<file path="config.mk">
export PLATFORM = sky130hd
export DESIGN_NAME = pbin_queue
export DESIGN_NICKNAME = d
export VERILOG_FILES = /design/src/sv/pbin_queue.sv
export SDC_FILE = /design/constraint.sdc
export NUM_CORES = 1
export LEC_CHECK = 0
export BUFFER_PORTS_ARGS = -buffer_cell sky130_fd_sc_hd__buf_2
export CAP_MARGIN = 0
export CORE_MARGIN = 3
export CORE_UTILIZATION = 57
export DETAILED_ROUTE_END_ITERATION = 10
export GPL_TIMING_DRIVEN = 0
export PLACE_DENSITY_LB_ADDON = 0.3
export SKIP_LAST_GASP = 1
export SLEW_MARGIN = 10
export SYNTH_ARGS = -nofsm -noshare
export SYNTH_HDL_FRONTEND = slang
export SYNTH_SLANG_ARGS = --single-unit
</file>
<file path="constraint.sdc">
create_clock -name clk -period 3.3 [get_ports clk]
set_input_delay 0.495 -clock clk [delete_from_list [all_inputs] [get_ports clk]]
set_output_delay 0.495 -clock clk [all_outputs]
set_load 0.005 [all_outputs]
</file>
<file path="src/sv/pbin_queue.sv">
// ---------------------------------------------------------------------------
// pbin_queue
// Short FIFO between the classifying front end and the pixel update back end.
// ---------------------------------------------------------------------------
module pbin_queue #(
  parameter int W     = 64,
  parameter int DEPTH = 4,
  localparam int PW = (DEPTH > 1) ? $clog2(DEPTH) : 1,
  localparam int CW = $clog2(DEPTH + 1)
) (
  input  logic         clk,
  input  logic         rst_n,
  input  logic         push,
  input  logic [W-1:0] din,
  input  logic         pop,
  output logic [W-1:0] dout,
  output logic         full,
  output logic         empty
);

  logic [W-1:0]  mem_r [DEPTH];
  logic [PW-1:0] wr_ptr_r, wr_ptr_nxt;
  logic [PW-1:0] rd_ptr_r, rd_ptr_nxt;
  logic [CW-1:0] cnt_r, cnt_nxt;

  assign full  = (cnt_r == CW'(DEPTH));
  assign empty = (cnt_r == '0);
  assign dout  = mem_r[rd_ptr_r];

  always_comb begin
    wr_ptr_nxt = wr_ptr_r;
    rd_ptr_nxt = rd_ptr_r;
    cnt_nxt    = cnt_r;
    if (push) begin
      wr_ptr_nxt = (wr_ptr_r == PW'(DEPTH - 1)) ? '0 : wr_ptr_r + 1'b1;
    end
    if (pop) begin
      rd_ptr_nxt = (rd_ptr_r == PW'(DEPTH - 1)) ? '0 : rd_ptr_r + 1'b1;
    end
    if (push && !pop) begin
      cnt_nxt = cnt_r + 1'b1;
    end else if (pop && !push) begin
      cnt_nxt = cnt_r - 1'b1;
    end
  end

  always_ff @(posedge clk) begin
    if (!rst_n) begin
      wr_ptr_r <= '0;
      rd_ptr_r <= '0;
      cnt_r    <= '0;
    end else begin
      wr_ptr_r <= wr_ptr_nxt;
      rd_ptr_r <= rd_ptr_nxt;
      cnt_r    <= cnt_nxt;
    end
  end

  always_ff @(posedge clk) begin
    if (push) begin
      mem_r[wr_ptr_r] <= din;
    end
  end

endmodule

</file>
==> out/qor.yml <==
final_layout:
  drive_above_1_share_pct: 44.4
  fin_area_mm2: 0.0116
  fin_nets: 618
  fin_cells: 783
  diodes: 0
  area_growth_pct: 18.9
  utilization_pct: 69.5
die:
  initial_core_util_pct: 58.5
  die_w_um: 137
  io_pins: 134
  fp.dieH_um: 137
  die_area_mm2: 0.0187
  coreArea_mm2: 0.0167
  rows: 47
timing:
  fmax_ghz: 0.413
  fin_crit_ns: 2.42
  slew_viol_final: 0
  setup_viol_count_final: 0
  holdWs_ns: 0.201
  finalHoldViolations: 0
  min_period_over_period_pct: 73.4
  tightest_slew_ns: 0.523
  setup-tns-final_ns: 0
  slew_headroom_pct: 65.2
  skew_ns: 0.00864
  rsz0062_at_grt: "no"
setup_path:
  reg2regPathDepth: 3
  worst-path-max-fanout: 10
  cp.arrival_ns: 1.93
  cp-end-kind: "output port"
  rr_startpoint: "wr_ptr_r[0]"
  cp_slowest_cell: "mux4_2"
  r2r_end: "mem_r[3][52]"
  crit_family: "buffers and inverters"
  r2r_setup_slack_ns: 1.52
  max_stage_delay_ns: 0.36
  startpoint_type: "flip-flop"
  path_cells: "clkbuf_2 > buf_2 > mux4_2 > buf_2"
  critical_path_class: "reg -> out"
  cp_common_cell: "buf_2"
  cp.required_ns: 2.80
  path_buf_inv: 3
global_routing:
  grt_max_degree: 34
  grt.overflow.total: 0
  grt_pass1_wl_mm: 25.4
  antenna_found_initial: 1
  grt_usage_pct: 18.0
  grt_pass1_vias: 4610
logic_synthesis:
  synthAdderAreaFrac_pct: 0.973
  ys_seq_area_share_pct: 80.5
  ys_warn_count: 0
  syn_area_mm2: 0.00977
  synth_compound_area_share_pct: 0.205
  synth-simple-area-share_pct: 0.922
  synth_nets: 453
  netlist_instances: 378
  synth_cell_types: 23
  ys_ff_latch: 265
  synth.area.mux_share_pct: 15.3
  synth_top_family_by_area: "multiplexers"
  synth.avg_cell_area_um2: 25.8
  synth_xor_area_share_pct: 0.179
run_status:
  outcome: "finished clean"
route:
  dr.pass1.iters: 4
  drc: 0
  ant_nets: 0
  drt-initial-drc-count: 296
  num_vias: 4378
  drt-wirelength-per-cell_um: 21.5
  vias_per_cell: 5.59
  totalWireLength_mm: 16.8
placement:
  io_buffers: 133
  placed_area_mm2: 0.0108
  gp_congestion: 0.679
  dpl.cell_count: 735
  hpwl_mm: 10.0
min_path:
  hp-start: "din[44]"
  whs_endpoint: "mem_r[1][44]"
  hold_depth: 1
  hold_class: "in -> reg"
pwr:
  power_leakage_nw: 3.98
  p_sw_mw: 1.48
  pwr-share-seq_pct: 53.4
  ir_drop_mv: 0.494
  combinationalPowerShare_pct: 8.3
  swShare_pct: 20.3
  power_density_mw_per_mm2: 628
  p_int_mw: 5.81
  p_clk_share_pct: 38.3
cts:
  ctsResizeCount: 0
  root_buffer: "clkbuf_16"
  h-tree-depth: 1
  cts.hold.buffers_added: 0
  cts_setup_buffers: 0
  tritoncts: "yes"
  clock-sinks: 265
  clk_pin_slew_ns: 0.06
  insertion_delay_ns: 0.51
  clock_path_buffers: 3
  numCtsBuffers: 26
flow_run:
  timing.max_cap.violations: 0
kinds of logic after synthesis:
kind of cell	Yosys count
AND/OR/NAND/NOR	15
AO/OA/AOI/OAI	3
multiplexers	68
buffers and inverters	18
XOR/XNOR	2
adder cells (fa/ha/maj)	7
flip-flops	265
registers in the layout (all words and copies together) (netlist names), named ones only:
signal    flops
cnt_r         3
rd_ptr_r      2
mem_r       256
wr_ptr_r      2
area by class of cell:
| cell class | count | area, µm² |
|---|---|---|
| Fill cell | 1068 | 5090 |
| Multi-Input combinational cell | 95 | 1730 |
| Timing Repair Buffer | 137 | 746 |
| Tap cell | 220 | 275 |
| Inverter | 4 | 15.0 |
| Sequential cell | 265 | 7870 |
| Clock buffer | 34 | 702 |
| Clock inverter | 14 | 113 |
| Buffer | 14 | 166 |
cells in the final DEF, fill, tap and decap left out, types with 5 or more instances in the layout:
cell / count
edfxtp_1: 256
buf_2: 139
mux4_2: 60
clkbuf_16: 27
buf_12: 10
dfxtp_1: 9
clkbuf_1: 7
ha_1: 6
clkinv_1: 6
clkinv_2: 6
nor2b_1: 5
how the worst max path moves through the flow:
stage	start	endpoint	slack [ns]	cells after the start
global route	flip-flop	dout[21]	0.77	4
finish	flip-flop	dout[42]	0.88	4
CTS	flip-flop	dout[15]	0.83	4
global placement	push	mem_r[3][34]	-0.45	2
detailed placement	push	cnt_r[2]	1.23	7
floorplan	wr_ptr_r[0]	mem_r[3][0]	0.82	2
per-stage QoR:
stage	total power [mW]	setup WS [ns]
after floorplan	4.30	0.817
after global placement	4.55	-0.447
after detailed placement	4.58	1.23
after CTS	7.36	0.828
after global routing	7.54	0.771
final	7.29	0.877
power groups by stage:
stage	combinational (mW)	clock, mW	sequential (mW)
3_3_place_gp	0.584	0	3.97
4_1_cts	0.622	2.84	3.89
2_1_floorplan	0.343	0	3.96
5_1_grt	0.662	2.98	3.90
6_report	0.604	2.79	3.89
3_5_place_dp	0.618	0	3.96
synth_stat cells:
library cell,n,area share [%]
fa_1,1,0.20
ha_1,6,0.77
mux4_1,4,1.1
and2_1,5,0.32
nor2_1,1,0.038
edfxtp_1,256,79
inv_1,4,0.15
mux4_2,60,14
o21a_1,1,0.077
buf_2,6,0.31
nor3_1,2,0.10
xnor2_1,1,0.090
mux2i_1,4,0.41
buf_12,6,1.2
clkbuf_2,1,0.051
dfxtp_1,9,1.8
xor2_1,1,0.090
nor3b_1,1,0.077
or3_1,1,0.064
nor2b_1,5,0.32
a21boi_0,1,0.077
o21ai_0,1,0.051
buf_6,1,0.12
metal layers:
layer,vias up,GRT usage (%),part of all wire [%]
met3,25,3.75,5.4
li1,1950,-,-
met4,2,4.05,1.5
met5,-,0,0.042
met1,2293,24.0,41
met2,108,31.1,52
No activity file was read; power rests on OpenSTA's default activity.
